### config.mk
export PLATFORM = sky130hd
export DESIGN_NAME = acceleration_smoothing_filter_unit
export DESIGN_NICKNAME = d
export VERILOG_FILES = /design/src/hdl/asf_pkg.sv /design/src/hdl/asf_div.sv /design/src/hdl/asf_dp.sv /design/src/hdl/asf_ctrl.sv /design/src/hdl/acceleration_smoothing_filter_unit.sv
export SDC_FILE = /design/constraint.sdc
export NUM_CORES = 2
export LEC_CHECK = 0
export BUFFER_PORTS_ARGS = -buffer_cell sky130_fd_sc_hd__buf_2
export CORE_MARGIN = 2
export CORE_UTILIZATION = 60
export CTS_CLUSTER_SIZE = 16
export DETAILED_ROUTE_END_ITERATION = 12
export GPL_ROUTABILITY_DRIVEN = 0
export HOLD_SLACK_MARGIN = 0.12
export PLACE_DENSITY_LB_ADDON = 0.08
export RECOVER_POWER = 50
export SLEW_MARGIN = 20
export SYNTH_ARGS = -nofsm -noshare
export SYNTH_HDL_FRONTEND = slang
export SYNTH_SLANG_ARGS = --single-unit
### constraint.sdc
create_clock -name clk -period 60.2 [get_ports clk]
set_input_delay 9.03 -clock clk [delete_from_list [all_inputs] [get_ports clk]]
set_output_delay 9.03 -clock clk [all_outputs]
set_load 0.02 [all_outputs]
### src/hdl/asf_pkg.sv
// Shared types, constants and helper functions for the acceleration smoothing filter.
// Used by asf_div, asf_dp, asf_ctrl and the top level; depends on nothing else.
`default_nettype none

package asf_pkg;

  // Fixed-point widths
  localparam int FRAC_W  = 17;  // unit fraction 0..65536
  localparam int WGT_W   = 17;  // tap weight, at most 65536
  localparam int MA_W    = 33;  // multiplier operand A, signed
  localparam int MB_W    = 18;  // multiplier operand B, signed (always non-negative)
  localparam int PROD_W  = MA_W + MB_W;
  localparam int ACC_W   = 56;
  localparam int DEN_W   = 20;  // divisor max(10*trim, 1.0)
  localparam int NUM_W   = 33;  // dividend f*65536 + d/2
  localparam int GAIN_W  = 21;
  localparam int NFULL_W = GAIN_W - 16;
  localparam int STEP_W  = 4;
  localparam int COEF_STEPS = 10;
  localparam int PADDR_W = 3;

  localparam logic [FRAC_W-1:0] ONE_Q16    = 17'd65536;
  localparam logic [MA_W-1:0]   WET_CUBE_K = 33'd3151762;  // 0.187859642462067 in Q.24

  localparam logic signed [63:0] S32_MAX = 64'sd2147483647;
  localparam logic signed [63:0] S32_MIN = -64'sd2147483648;

  // Register indexes
  localparam logic REG_TRIM = 1'b0;
  localparam logic REG_WET  = 1'b1;

  // Multiplier operand selects
  typedef logic [3:0] mul_sel_t;
  localparam mul_sel_t MS_NONE = 4'd0;
  localparam mul_sel_t MS_TAP  = 4'd1;
  localparam mul_sel_t MS_FB   = 4'd2;
  localparam mul_sel_t MS_MIXL = 4'd3;
  localparam mul_sel_t MS_MIXX = 4'd4;
  localparam mul_sel_t MS_WW   = 4'd5;
  localparam mul_sel_t MS_W3   = 4'd6;
  localparam mul_sel_t MS_CK   = 4'd7;
  localparam mul_sel_t MS_TT   = 4'd8;
  localparam mul_sel_t MS_FF   = 4'd9;

  // Destination of a product; it is registered alongside the product and applied from the product register
  typedef logic [3:0] dst_t;
  localparam dst_t DST_NONE  = 4'd0;
  localparam dst_t DST_LOAD  = 4'd1;
  localparam dst_t DST_ADD   = 4'd2;
  localparam dst_t DST_PRIOR = 4'd3;
  localparam dst_t DST_W2    = 4'd4;
  localparam dst_t DST_W3    = 4'd5;
  localparam dst_t DST_C     = 4'd6;
  localparam dst_t DST_TT    = 4'd7;
  localparam dst_t DST_FF    = 4'd8;

  // Divider operand selects
  localparam logic DIV_FULL = 1'b0;
  localparam logic DIV_REM  = 1'b1;

  typedef struct packed {
    mul_sel_t mul_sel;
    dst_t     dst;
    logic     load_sample;
    logic     upd_vel;
    logic     upd_last;
    logic     out_load;
    logic     div_start;
    logic     div_sel;
  } dp_cmd_t;

  typedef struct packed {
    logic div_done;
  } dp_status_t;

  // Saturate to the signed 32-bit range
  function automatic logic signed [31:0] sat32(input logic signed [63:0] v);
    logic signed [31:0] r;
    if (v > S32_MAX) begin
      r = S32_MAX[31:0];
    end else if (v < S32_MIN) begin
      r = S32_MIN[31:0];
    end else begin
      r = v[31:0];
    end
    return r;
  endfunction

  // Map a 16-bit register to 0..65536 so that all ones is exactly 1.0
  function automatic logic [FRAC_W-1:0] unit_frac(input logic [15:0] r);
    return {1'b0, r} + {16'b0, r[15]};
  endfunction

endpackage

`default_nettype wire

### src/hdl/asf_div.sv
// Restoring divider, one quotient bit per cycle, for the tap weight computation.
// Depends on asf_pkg for operand widths.
`default_nettype none

module asf_div (
  input  wire logic                       clk,
  input  wire logic                       rst_n,
  input  wire logic                       start,
  input  wire logic [asf_pkg::NUM_W-1:0]  dividend,
  input  wire logic [asf_pkg::DEN_W-1:0]  divisor,
  output logic                            done,
  output logic [asf_pkg::WGT_W-1:0]       quotient
);

  localparam int CNT_W = $clog2(asf_pkg::NUM_W + 1);

  logic                        busy_r;
  logic                        done_r;
  logic [CNT_W-1:0]            cnt_r;
  logic [asf_pkg::DEN_W-1:0]   rem_r;
  logic [asf_pkg::NUM_W-1:0]   quo_r;
  logic [asf_pkg::DEN_W-1:0]   den_r;
  logic [asf_pkg::DEN_W:0]     shifted;
  logic [asf_pkg::DEN_W:0]     diff;
  logic                        ge;

  // Trial subtract of the divisor from the shifted partial remainder
  assign shifted = {rem_r, quo_r[asf_pkg::NUM_W-1]};
  assign ge      = shifted >= {1'b0, den_r};
  assign diff    = shifted - {1'b0, den_r};

  // Sequence control
  always_ff @(posedge clk) begin
    if (!rst_n) begin
      busy_r <= 1'b0;
      done_r <= 1'b0;
      cnt_r  <= '0;
    end else if (start) begin
      busy_r <= 1'b1;
      done_r <= 1'b0;
      cnt_r  <= CNT_W'(asf_pkg::NUM_W);
    end else if (busy_r) begin
      cnt_r <= cnt_r - 1'b1;
      if (cnt_r == CNT_W'(1)) begin
        busy_r <= 1'b0;
        done_r <= 1'b1;
      end
    end else begin
      done_r <= 1'b0;
    end
  end

  // Shift the dividend out and the quotient in
  always_ff @(posedge clk) begin
    if (start) begin
      rem_r <= '0;
      quo_r <= dividend;
      den_r <= divisor;
    end else if (busy_r) begin
      rem_r <= ge ? diff[asf_pkg::DEN_W-1:0] : shifted[asf_pkg::DEN_W-1:0];
      quo_r <= {quo_r[asf_pkg::NUM_W-2:0], ge};
    end
  end

  assign done     = done_r;
  assign quotient = quo_r[asf_pkg::WGT_W-1:0];

endmodule

`default_nettype wire

### src/hdl/asf_dp.sv
// Datapath: change line, shared multiplier with accumulator, coefficient registers,
// filter state and output register. Depends on asf_pkg and asf_div.
`default_nettype none

module asf_dp #(
  parameter int TAPS        = 20,
  parameter int SAMPLE_BITS = 24
) (
  input  wire logic                          clk,
  input  wire logic                          rst_n,
  input  wire asf_pkg::dp_cmd_t              cmd,
  input  wire logic [$clog2(TAPS)-1:0]       tap_idx,
  input  wire logic [15:0]                   trim,
  input  wire logic [15:0]                   wet,
  input  wire logic signed [SAMPLE_BITS-1:0] sample_in,
  output asf_pkg::dp_status_t                status,
  output logic signed [SAMPLE_BITS-1:0]      sample_out
);

  localparam logic signed [63:0] OUT_MAX = (64'sd1 <<< (SAMPLE_BITS - 1)) - 64'sd1;
  localparam logic signed [63:0] OUT_MIN = -OUT_MAX - 64'sd1;

  // Filter state
  logic signed [31:0]                  line_r [TAPS];
  logic signed [31:0]                  last_r;
  logic signed [31:0]                  prior_r;
  logic signed [31:0]                  v_r;
  logic signed [SAMPLE_BITS-1:0]       x_r;
  logic signed [SAMPLE_BITS-1:0]       out_r;

  // Multiplier and accumulator
  logic signed [asf_pkg::MA_W-1:0]     mul_a;
  logic signed [asf_pkg::MB_W-1:0]     mul_b;
  logic signed [asf_pkg::PROD_W-1:0]   prod_c;
  logic signed [asf_pkg::PROD_W-1:0]   prod_r;
  logic signed [asf_pkg::ACC_W-1:0]    acc_r;
  asf_pkg::dst_t                       dst_d_r;

  // Coefficients
  logic [asf_pkg::FRAC_W-1:0]          t_frac;
  logic [asf_pkg::FRAC_W-1:0]          w_frac;
  logic [asf_pkg::FRAC_W-1:0]          w2_r;
  logic [asf_pkg::FRAC_W-1:0]          w3_r;
  logic [asf_pkg::FRAC_W-1:0]          c_r;
  logic [asf_pkg::FRAC_W-1:0]          tt_r;
  logic [asf_pkg::FRAC_W-1:0]          ff_r;
  logic [asf_pkg::WGT_W-1:0]           wfull_r;
  logic [asf_pkg::WGT_W-1:0]           wrem_r;
  logic [asf_pkg::NFULL_W-1:0]         nfull_r;
  logic                                div_sel_r;
  logic [asf_pkg::FRAC_W-1:0]          c_clip;
  logic [asf_pkg::FRAC_W-1:0]          one_minus_c;
  logic [asf_pkg::DEN_W-1:0]           overall;
  logic [asf_pkg::DEN_W-1:0]           den;
  logic [asf_pkg::GAIN_W-1:0]          gain_raw;
  logic [asf_pkg::GAIN_W-1:0]          gain;
  logic [asf_pkg::GAIN_W-1:0]          gain_m1;
  logic [asf_pkg::NFULL_W-1:0]         nfull;
  logic [asf_pkg::FRAC_W-1:0]          rem_f;
  logic [asf_pkg::NUM_W-1:0]           num_full;
  logic [asf_pkg::NUM_W-1:0]           num_rem;
  logic [asf_pkg::NUM_W-1:0]           dividend;
  logic [asf_pkg::WGT_W-1:0]           quotient;
  logic                                div_done;
  logic [asf_pkg::WGT_W-1:0]           tap_w;
  logic [7:0]                          tap_ext;
  logic [7:0]                          nfull_ext;
  logic [asf_pkg::PROD_W-1:0]          c_sum;

  // Per-sample arithmetic
  logic signed [31:0]                  corr;
  logic signed [63:0]                  acc_rnd;
  logic signed [63:0]                  fb_rnd;
  logic signed [31:0]                  v_nxt;
  logic signed [31:0]                  last_nxt;
  logic signed [31:0]                  prior_nxt;
  logic signed [SAMPLE_BITS-1:0]       out_nxt;

  assign t_frac = asf_pkg::unit_frac(trim);
  assign w_frac = asf_pkg::unit_frac(wet);

  // Gain split: full taps, one remainder tap, then zeros
  assign c_clip      = (c_r > asf_pkg::ONE_Q16) ? asf_pkg::ONE_Q16 : c_r;
  assign one_minus_c = asf_pkg::ONE_Q16 - c_clip;
  assign overall     = asf_pkg::DEN_W'({t_frac, 3'b000}) + asf_pkg::DEN_W'({t_frac, 1'b0});
  assign gain_raw    = asf_pkg::GAIN_W'(overall) + asf_pkg::GAIN_W'(c_r);
  assign gain        = (gain_raw < asf_pkg::GAIN_W'(asf_pkg::ONE_Q16)) ?
                       asf_pkg::GAIN_W'(asf_pkg::ONE_Q16) : gain_raw;
  assign gain_m1     = gain - 1'b1;
  assign nfull       = gain_m1[asf_pkg::GAIN_W-1:16];
  assign rem_f       = {1'b0, gain_m1[15:0]} + 1'b1;
  assign den         = (overall < asf_pkg::DEN_W'(asf_pkg::ONE_Q16)) ?
                       asf_pkg::DEN_W'(asf_pkg::ONE_Q16) : overall;
  assign num_full    = {1'b1, 32'b0} + asf_pkg::NUM_W'(den >> 1);
  assign num_rem     = {rem_f, 16'b0} + asf_pkg::NUM_W'(den >> 1);
  assign dividend    = (cmd.div_sel == asf_pkg::DIV_REM) ? num_rem : num_full;

  asf_div u_div (
    .clk      (clk),
    .rst_n    (rst_n),
    .start    (cmd.div_start),
    .dividend (dividend),
    .divisor  (den),
    .done     (div_done),
    .quotient (quotient)
  );

  // Weight of the tap under the multiplier
  assign tap_ext   = 8'(tap_idx);
  assign nfull_ext = 8'(nfull_r);
  always_comb begin
    if (tap_ext < nfull_ext) begin
      tap_w = wfull_r;
    end else if (tap_ext == nfull_ext) begin
      tap_w = wrem_r;
    end else begin
      tap_w = '0;
    end
  end

  // Select multiplier operands
  always_comb begin
    mul_a = '0;
    mul_b = '0;
    unique case (cmd.mul_sel)
      asf_pkg::MS_TAP: begin
        mul_a = asf_pkg::MA_W'(line_r[tap_idx]);
        mul_b = {1'b0, tap_w};
      end
      asf_pkg::MS_FB: begin
        mul_a = asf_pkg::MA_W'(v_r);
        mul_b = {1'b0, ff_r};
      end
      asf_pkg::MS_MIXL: begin
        mul_a = asf_pkg::MA_W'(last_r);
        mul_b = {1'b0, w_frac};
      end
      asf_pkg::MS_MIXX: begin
        mul_a = asf_pkg::MA_W'(x_r);
        mul_b = {1'b0, asf_pkg::ONE_Q16 - w_frac};
      end
      asf_pkg::MS_WW: begin
        mul_a = asf_pkg::MA_W'(w_frac);
        mul_b = {1'b0, w_frac};
      end
      asf_pkg::MS_W3: begin
        mul_a = asf_pkg::MA_W'(w2_r);
        mul_b = {1'b0, w_frac};
      end
      asf_pkg::MS_CK: begin
        mul_a = asf_pkg::WET_CUBE_K;
        mul_b = {1'b0, w3_r};
      end
      asf_pkg::MS_TT: begin
        mul_a = asf_pkg::MA_W'(t_frac);
        mul_b = {1'b0, one_minus_c};
      end
      asf_pkg::MS_FF: begin
        mul_a = asf_pkg::MA_W'(tt_r);
        mul_b = {1'b0, tt_r};
      end
      default: begin
        mul_a = '0;
        mul_b = '0;
      end
    endcase
  end

  assign prod_c = mul_a * mul_b;

  // Rounding, saturation and state updates
  assign corr      = asf_pkg::sat32(64'(prior_r) - 64'(last_r) + 64'(sample_in));
  assign acc_rnd   = (64'(acc_r) + 64'sd32768) >>> 16;
  assign fb_rnd    = (64'(prod_r) + 64'sd32768) >>> 16;
  assign v_nxt     = asf_pkg::sat32(64'(prior_r) + acc_rnd);
  assign last_nxt  = asf_pkg::sat32(64'(last_r) + 64'(v_r));
  assign prior_nxt = asf_pkg::sat32(-fb_rnd);
  assign c_sum     = prod_r + asf_pkg::PROD_W'(24'd8388608);

  always_comb begin
    if (acc_rnd > OUT_MAX) begin
      out_nxt = OUT_MAX[SAMPLE_BITS-1:0];
    end else if (acc_rnd < OUT_MIN) begin
      out_nxt = OUT_MIN[SAMPLE_BITS-1:0];
    end else begin
      out_nxt = acc_rnd[SAMPLE_BITS-1:0];
    end
  end

  // Filter state with reset values
  always_ff @(posedge clk) begin
    if (!rst_n) begin
      for (int i = 0; i < TAPS; i++) begin
        line_r[i] <= '0;
      end
      last_r  <= '0;
      prior_r <= '0;
      dst_d_r <= asf_pkg::DST_NONE;
    end else begin
      dst_d_r <= cmd.dst;
      if (cmd.load_sample) begin
        line_r[0] <= corr;
        for (int i = 1; i < TAPS; i++) begin
          line_r[i] <= line_r[i-1];
        end
      end
      if (cmd.upd_last) begin
        last_r <= last_nxt;
      end
      if (dst_d_r == asf_pkg::DST_PRIOR) begin
        prior_r <= prior_nxt;
      end
    end
  end

  // Product register, accumulator and coefficient capture
  always_ff @(posedge clk) begin
    prod_r <= prod_c;
    unique case (dst_d_r)
      asf_pkg::DST_LOAD: acc_r <= asf_pkg::ACC_W'(prod_r);
      asf_pkg::DST_ADD:  acc_r <= acc_r + asf_pkg::ACC_W'(prod_r);
      asf_pkg::DST_W2:   w2_r  <= prod_r[32:16];
      asf_pkg::DST_W3:   w3_r  <= prod_r[32:16];
      asf_pkg::DST_C:    c_r   <= c_sum[40:24];
      asf_pkg::DST_TT:   tt_r  <= prod_r[32:16];
      asf_pkg::DST_FF:   ff_r  <= prod_r[32:16];
      default: begin
      end
    endcase
    if (cmd.load_sample) begin
      x_r <= sample_in;
    end
    if (cmd.upd_vel) begin
      v_r <= v_nxt;
    end
    if (cmd.out_load) begin
      out_r <= out_nxt;
    end
    if (cmd.div_start) begin
      div_sel_r <= cmd.div_sel;
      nfull_r   <= nfull;
    end
    if (div_done) begin
      if (div_sel_r == asf_pkg::DIV_REM) begin
        wrem_r <= quotient;
      end else begin
        wfull_r <= quotient;
      end
    end
  end

  assign status.div_done = div_done;
  assign sample_out      = out_r;

endmodule

`default_nettype wire

### src/hdl/asf_ctrl.sv
// Controller: sequences coefficient computation and the per-sample multiply schedule,
// and holds the output valid flag. Depends on asf_pkg.
`default_nettype none

module asf_ctrl #(
  parameter int TAPS = 20
) (
  input  wire logic                     clk,
  input  wire logic                     rst_n,
  input  wire logic                     cfg_wr,
  input  wire logic                     in_valid,
  output logic                          in_ready,
  input  wire logic                     out_ready,
  output logic                          out_valid,
  input  wire asf_pkg::dp_status_t      status,
  output asf_pkg::dp_cmd_t              cmd,
  output logic [$clog2(TAPS)-1:0]       tap_idx
);

  localparam int TAP_IW = $clog2(TAPS);

  localparam logic [3:0] ST_COEF  = 4'd0;
  localparam logic [3:0] ST_DIVF  = 4'd1;
  localparam logic [3:0] ST_DIVFW = 4'd2;
  localparam logic [3:0] ST_DIVR  = 4'd3;
  localparam logic [3:0] ST_DIVRW = 4'd4;
  localparam logic [3:0] ST_IDLE  = 4'd5;
  localparam logic [3:0] ST_MAC   = 4'd6;
  localparam logic [3:0] ST_VEL   = 4'd7;
  localparam logic [3:0] ST_UPD1  = 4'd8;
  localparam logic [3:0] ST_UPD2  = 4'd9;
  localparam logic [3:0] ST_MIXL  = 4'd10;
  localparam logic [3:0] ST_MIXX  = 4'd11;
  localparam logic [3:0] ST_MIXW  = 4'd12;
  localparam logic [3:0] ST_OUT   = 4'd13;

  logic [3:0]                  state_r;
  logic [3:0]                  state_nxt;
  logic [asf_pkg::STEP_W-1:0]  step_r;
  logic [asf_pkg::STEP_W-1:0]  step_nxt;
  logic [TAP_IW-1:0]           tap_r;
  logic [TAP_IW-1:0]           tap_nxt;
  logic                        out_valid_r;
  logic                        out_free;
  logic                        in_fire;

  assign in_ready = (state_r == ST_IDLE);
  assign in_fire  = in_valid && in_ready;
  assign out_free = !out_valid_r || out_ready;

  // Next state and datapath commands
  always_comb begin
    state_nxt = state_r;
    step_nxt  = step_r;
    tap_nxt   = tap_r;
    cmd       = '0;
    cmd.mul_sel = asf_pkg::MS_NONE;
    cmd.dst     = asf_pkg::DST_NONE;
    unique case (state_r)
      ST_COEF: begin
        unique case (step_r)
          asf_pkg::STEP_W'(0): begin
            cmd.mul_sel = asf_pkg::MS_WW;
            cmd.dst     = asf_pkg::DST_W2;
          end
          asf_pkg::STEP_W'(2): begin
            cmd.mul_sel = asf_pkg::MS_W3;
            cmd.dst     = asf_pkg::DST_W3;
          end
          asf_pkg::STEP_W'(4): begin
            cmd.mul_sel = asf_pkg::MS_CK;
            cmd.dst     = asf_pkg::DST_C;
          end
          asf_pkg::STEP_W'(6): begin
            cmd.mul_sel = asf_pkg::MS_TT;
            cmd.dst     = asf_pkg::DST_TT;
          end
          asf_pkg::STEP_W'(8): begin
            cmd.mul_sel = asf_pkg::MS_FF;
            cmd.dst     = asf_pkg::DST_FF;
          end
          default: begin
            cmd.mul_sel = asf_pkg::MS_NONE;
          end
        endcase
        if (step_r == asf_pkg::STEP_W'(asf_pkg::COEF_STEPS - 1)) begin
          state_nxt = ST_DIVF;
        end else begin
          step_nxt = step_r + 1'b1;
        end
      end
      ST_DIVF: begin
        cmd.div_start = 1'b1;
        cmd.div_sel   = asf_pkg::DIV_FULL;
        state_nxt     = ST_DIVFW;
      end
      ST_DIVFW: begin
        if (status.div_done) begin
          state_nxt = ST_DIVR;
        end
      end
      ST_DIVR: begin
        cmd.div_start = 1'b1;
        cmd.div_sel   = asf_pkg::DIV_REM;
        state_nxt     = ST_DIVRW;
      end
      ST_DIVRW: begin
        if (status.div_done) begin
          state_nxt = ST_IDLE;
        end
      end
      ST_IDLE: begin
        if (in_valid) begin
          cmd.load_sample = 1'b1;
          tap_nxt         = '0;
          state_nxt       = ST_MAC;
        end
      end
      ST_MAC: begin
        cmd.mul_sel = asf_pkg::MS_TAP;
        cmd.dst     = (tap_r == '0) ? asf_pkg::DST_LOAD : asf_pkg::DST_ADD;
        if (tap_r == TAP_IW'(TAPS - 1)) begin
          state_nxt = ST_VEL;
        end else begin
          tap_nxt = tap_r + 1'b1;
        end
      end
      ST_VEL: begin
        state_nxt = ST_UPD1;
      end
      ST_UPD1: begin
        cmd.upd_vel = 1'b1;
        state_nxt   = ST_UPD2;
      end
      ST_UPD2: begin
        cmd.upd_last = 1'b1;
        cmd.mul_sel  = asf_pkg::MS_FB;
        cmd.dst      = asf_pkg::DST_PRIOR;
        state_nxt    = ST_MIXL;
      end
      ST_MIXL: begin
        cmd.mul_sel = asf_pkg::MS_MIXL;
        cmd.dst     = asf_pkg::DST_LOAD;
        state_nxt   = ST_MIXX;
      end
      ST_MIXX: begin
        cmd.mul_sel = asf_pkg::MS_MIXX;
        cmd.dst     = asf_pkg::DST_ADD;
        state_nxt   = ST_MIXW;
      end
      ST_MIXW: begin
        state_nxt = ST_OUT;
      end
      ST_OUT: begin
        if (out_free) begin
          cmd.out_load = 1'b1;
          state_nxt    = ST_IDLE;
        end
      end
      default: begin
        state_nxt = ST_COEF;
        step_nxt  = '0;
      end
    endcase
    // Restart the coefficient computation after any register write
    if (cfg_wr) begin
      state_nxt = ST_COEF;
      step_nxt  = '0;
    end
  end

  always_ff @(posedge clk) begin
    if (!rst_n) begin
      state_r     <= ST_COEF;
      step_r      <= '0;
      tap_r       <= '0;
      out_valid_r <= 1'b0;
    end else begin
      state_r <= state_nxt;
      step_r  <= step_nxt;
      tap_r   <= tap_nxt;
      // Hold the result until the output transaction completes
      if (cmd.out_load) begin
        out_valid_r <= 1'b1;
      end else if (out_ready) begin
        out_valid_r <= 1'b0;
      end
    end
  end

  assign out_valid = out_valid_r;
  assign tap_idx   = tap_r;

  a_cfg_restart: assert property (@(posedge clk) disable iff (!rst_n)
    cfg_wr |=> (state_r == ST_COEF) && (step_r == '0))
    else $error("coefficient sequence did not restart after a register write");

  a_one_item: assert property (@(posedge clk) disable iff (!rst_n)
    in_fire |=> !in_ready)
    else $error("second input accepted while an item is in progress");

  a_out_hold: assert property (@(posedge clk) disable iff (!rst_n)
    (state_r == ST_OUT) && out_valid_r && !out_ready && !cfg_wr
    |=> (state_r == ST_OUT) && out_valid_r)
    else $error("pending result overwritten or dropped");

endmodule

`default_nettype wire

### src/hdl/acceleration_smoothing_filter_unit.sv
// The single shared multiplier steps through the taps one per cycle, then does the feedback and
// the wet/dry mix; a new sample is taken only after the result has been loaded into the output
// register, which waits while a previous result is still pending on the result channel.
// After reset and after each register write the weights are recomputed (two 33-step
// divisions) with in_ready low. Reset is synchronous, active low, clears the change line,
// last and prior state, and sets trim to zero and wet to full.
`default_nettype none

module acceleration_smoothing_filter_unit #(
  parameter int TAPS        = 20,
  parameter int SAMPLE_BITS = 24
) (
  input  wire logic                            clk,
  input  wire logic                            rst_n,
  // Input channel
  input  wire logic                            in_valid,
  output logic                                 in_ready,
  input  wire logic signed [SAMPLE_BITS-1:0]   in_sample_in,
  // Result channel
  output logic                                 out_valid,
  input  wire logic                            out_ready,
  output logic signed [SAMPLE_BITS-1:0]        out_sample_out,
  // Register port
  input  wire logic                            psel,
  input  wire logic                            penable,
  input  wire logic                            pwrite,
  input  wire logic [asf_pkg::PADDR_W-1:0]     paddr,
  input  wire logic [31:0]                     pwdata,
  output logic [31:0]                          prdata,
  output logic                                 pready
);

  logic [15:0]          trim_r;
  logic [15:0]          wet_r;
  logic                 cfg_wr;
  logic                 reg_idx;
  asf_pkg::dp_cmd_t     cmd;
  asf_pkg::dp_status_t  status;
  logic [$clog2(TAPS)-1:0] tap_idx;

  // Register write on the access phase of a write transaction
  assign pready  = 1'b1;
  assign reg_idx = paddr[2];
  assign cfg_wr  = psel && penable && pwrite;

  always_ff @(posedge clk) begin
    if (!rst_n) begin
      trim_r <= 16'h0000;
      wet_r  <= 16'hFFFF;
    end else if (cfg_wr) begin
      unique case (reg_idx)
        asf_pkg::REG_TRIM: trim_r <= pwdata[15:0];
        asf_pkg::REG_WET:  wet_r  <= pwdata[15:0];
        default: begin
        end
      endcase
    end
  end

  // Read back
  assign prdata = {16'b0, (reg_idx == asf_pkg::REG_WET) ? wet_r : trim_r};

  asf_ctrl #(
    .TAPS (TAPS)
  ) u_ctrl (
    .clk       (clk),
    .rst_n     (rst_n),
    .cfg_wr    (cfg_wr),
    .in_valid  (in_valid),
    .in_ready  (in_ready),
    .out_ready (out_ready),
    .out_valid (out_valid),
    .status    (status),
    .cmd       (cmd),
    .tap_idx   (tap_idx)
  );

  asf_dp #(
    .TAPS        (TAPS),
    .SAMPLE_BITS (SAMPLE_BITS)
  ) u_dp (
    .clk        (clk),
    .rst_n      (rst_n),
    .cmd        (cmd),
    .tap_idx    (tap_idx),
    .trim       (trim_r),
    .wet        (wet_r),
    .sample_in  (in_sample_in),
    .status     (status),
    .sample_out (out_sample_out)
  );

endmodule

`default_nettype wire
==> results.toml <==
[detailed_routing]
vias = 62681
drt_first_iter_violations = 6750
drc = 0
first_pass_iters = 9
routed_wl_um = 231700
wl_per_cell_um = 23.19
ant_nets = 0
viasPerCell = 6.273

[synthesis]
synthCells = 8103
yosysUniqueCellTypes = 113
ys_seq_area_share_pct = 38.48
synth_top_area_share_pct = 33.79
synthTopCellsByArea = "edfxtp_1, fa_1, ha_1, mux4_2, dfxtp_1"
avgSynthCellArea_um2 = 10.45
synth-async-reset-ratio_pct = 0
yosys_warnings = 0
ys_seq_elements = 1151
synth_ff_type = "edfxtp_1"
synth_area_um2 = 84680
synth_edf_count = 953
synth_top_cell_by_area = "edfxtp_1"

[timing]
rsz0062_at_grt = "no"
setup_viol = 0
tightest_slew_ns = 9.442
period_share_pct = 33.76
slew_violations = 1037
hold_viol = 0
finClkSkew_ns = 0.03880
tns_ns = 0
holdWs_ns = 0.4783
fmax_ghz = 0.04920
finalCriticalPeriod_ns = 20.33
slew_headroom_pct = -529.5

[place]
portBuffers = 89
place_area_um2 = 86970
hpwl_um = 164700

[critical_path]
crit_chain = "clkbuf_1 > nand2b_1 > clkbuf_1 > nor2_1"
crit_arrival_ns = 20.57
worstPathMaxFanout = 176
critPathSlowestCell = "clkbuf_1"
criticalPathCategory = "in -> reg"
cp.depth = 4
crit_path_max_incr_delay_ns = 6.54
startpoint_type = "input port"
crit_top_cell = "clkbuf_1"
crit_buf_inv = 2
required_ns = 60.45
cp_top_family = "buffers and inverters"
rr_worst_depth = 33
cp-end-kind = "register"

[clock_network]
ctsHoldBuffers = 0
cts_htree_levels = 4
cts_buffers = 133
post_cts_resized = 0
clockRootBuffer = "clkbuf_16"
cts.sinks = 1151
clock_latency_ns = 0.78
cts_tree = "built"
clockBufferDepth = 3
cts_setup_buffers = 0
clk_pin_slew_ns = 0.06

[power_and_ir_drop]
power_mw = 2.631
internal-power_mw = 1.695
clkPwrFrac_pct = 30.9
combPwrFrac_pct = 32.7
p_seq_share_pct = 36.4
switching_share_pct = 35.59
p_sw_mw = 0.9364
p_leak_nw = 39.02
power_density_nw_per_um2 = 28.89
vdd_drop_max_mv = 0.02870

[run_status]
violations = "capacitance limit, slew limit"
status = "complete, but fails checks"

[floorplan]
die-area_um2 = 144200
io_pins = 125
initial_core_util_pct = 60.54
coreArea_um2 = 139900
rows = 137
die_w_um = 379.7
dieHeight_um = 379.7

[finish]
area.growth.synth_to_final_pct = 7.558
drive_gt1_share_pct = 8.318
nNetsFinal = 8993
fin_area_um2 = 91080

[global_route]
grt_pass1_vias = 61317
grt.met3_usage_pct = 6.420
busiest_layer = "met2"
antenna_found_initial = 6
grt_use_met1_pct = 45.16
globalRouteOverflowTotal = 0
use_met2_pct = 48.77
grt_max_degree = 360
grt_pass1_wl_um = 359700
grt_usage_pct = 32.04

[worst_hold_path]
hp-class = "reg -> reg"
whs_path_depth = 0

[job]
cap_violations = 18
==> power groups by stage <==
stage | logic, mW | clock network, mW | registers, mW
6_report | 0.860 | 0.813 | 0.959
5_1_grt | 0.952 | 0.855 | 0.962
4_1_cts | 0.850 | 0.825 | 0.955
3_5_place_dp | 0.842 | 0 | 0.970
3_3_place_gp | 0.825 | 0 | 0.970
2_1_floorplan | 0.615 | 0 | 0.967
==> synth_stat cells, types with 138 or more instances <==
| cell | count |
|---|---|
| mux4_2 | 192 |
| o21ai_0 | 362 |
| clkbuf_1 | 379 |
| edfxtp_1 | 953 |
| ha_1 | 358 |
| xor2_1 | 160 |
| and3_1 | 610 |
| a21oi_1 | 358 |
| nand3_1 | 138 |
| dfxtp_1 | 198 |
| fa_1 | 564 |
| xnor2_1 | 270 |
| nand2_1 | 726 |
| inv_1 | 904 |
| nor2_1 | 487 |
==> layout by cell type, fill, tap and decap left out, drive strengths merged, types with 100 or more instances in the layout <==
| cell | n |
|---|---|
| and3 | 610 |
| nand2 | 726 |
| ha | 358 |
| buf | 122 |
| nand3 | 139 |
| dfxtp | 198 |
| a21oi | 361 |
| xnor2 | 271 |
| xor2 | 162 |
| inv | 912 |
| mux4 | 192 |
| a21o | 111 |
| and2 | 123 |
| fa | 564 |
| nor2 | 487 |
| clkbuf | 256 |
| o21ai | 396 |
| nand2b | 100 |
| edfxtp | 953 |
==> final cells by class <==
class                           count  area [um2]
Inverter                          906        3401
Clock buffer                      177        3627
Fill cell                       11244       48790
Multi-Input combinational cell   5612       47180
Tap cell                         1876        2347
Antenna cell                        1       2.502
Sequential cell                  1151       32590
Timing Repair Buffer              201        1179
Clock inverter                     68       753.2
==> cell families (layout without fill, tap and decap cells) <==
family          after synthesis  after routing  synth area share [%]
mux                         301            301                 6.457
other cells                   2             18              0.008869
fa+ha+maj                   923            923                 18.63
xor+xnor                    433            433                 4.505
compound gates             1360           1360                 10.35
flops                      1151           1151                 38.48
buf+inv                    1355           1352                 6.148
simple gates               2578           2578                 15.42
==> worst reg2reg max path: cells and delay by family (launching register included) <==
family	cells	cell delay [ns]
AOI/OAI and AO/OA	17	5.09
xor gates and xnor gates	1	0.14
adders and majority gates	6	2.98
buffers and inverters	6	3.01
DFF	1	0.85
and+or+nand+nor	3	0.51
==> stage by stage <==
step	setup slack, ns	instances	utilization [%]
after detailed placement	41.23	9744	62.18
after floorplan	34.03	8118	-
after CTS	41.23	9989	65.31
after global routing	38.83	9991	65.11
after global placement	41.24	9744	62.18
final	39.87	9992	65.12
==> registers in the layout, indices dropped and copies added (netlist names), 6 cells and up, named ones only <==
register	cells
u_dp.line_r	640
u_dp.u_div.quo_r	33
u_dp.v_r	32
u_dp.c_r	17
u_dp.tt_r	17
u_dp.wrem_r	17
u_dp.prior_r	32
trim_r	16
u_dp.ff_r	17
u_dp.u_div.den_r	19
wet_r	16
u_dp.acc_r	56
u_dp.prod_r	51
u_dp.wfull_r	17
u_dp.sample_out	24
u_dp.u_div.rem_r	20
u_dp.w3_r	17
u_dp.last_r	32
u_dp.x_r	24
u_dp.u_div.cnt_r	6
u_dp.w2_r	17
==> routing by layer <==
layer	routed length [um]	part of all wire (%)	up-vias
li1	-	-	28138
met4	10720	4.6	2
met5	9	0.0039	-
met3	21070	9.1	547
met2	104000	45	2736
met1	95970	41	31258
==> worst paths after layout <==
path,startpoint,end,slack [ns]
setup reg to reg,u_ctrl.state_r[1]$_SDFFE_PP0P_,u_dp.prod_r[49]$_DFF_P_,47.44
hold / removal,u_dp.u_div.quo_r[9]$_DFFE_PP_,u_dp.wfull_r[9]$_DFFE_PP_,0.48
setup / recovery,rst_n,register,39.87
hold reg to reg,u_dp.u_div.quo_r[9]$_DFFE_PP_,u_dp.wfull_r[9]$_DFFE_PP_,0.48
(Power assumes the default switching activity.)
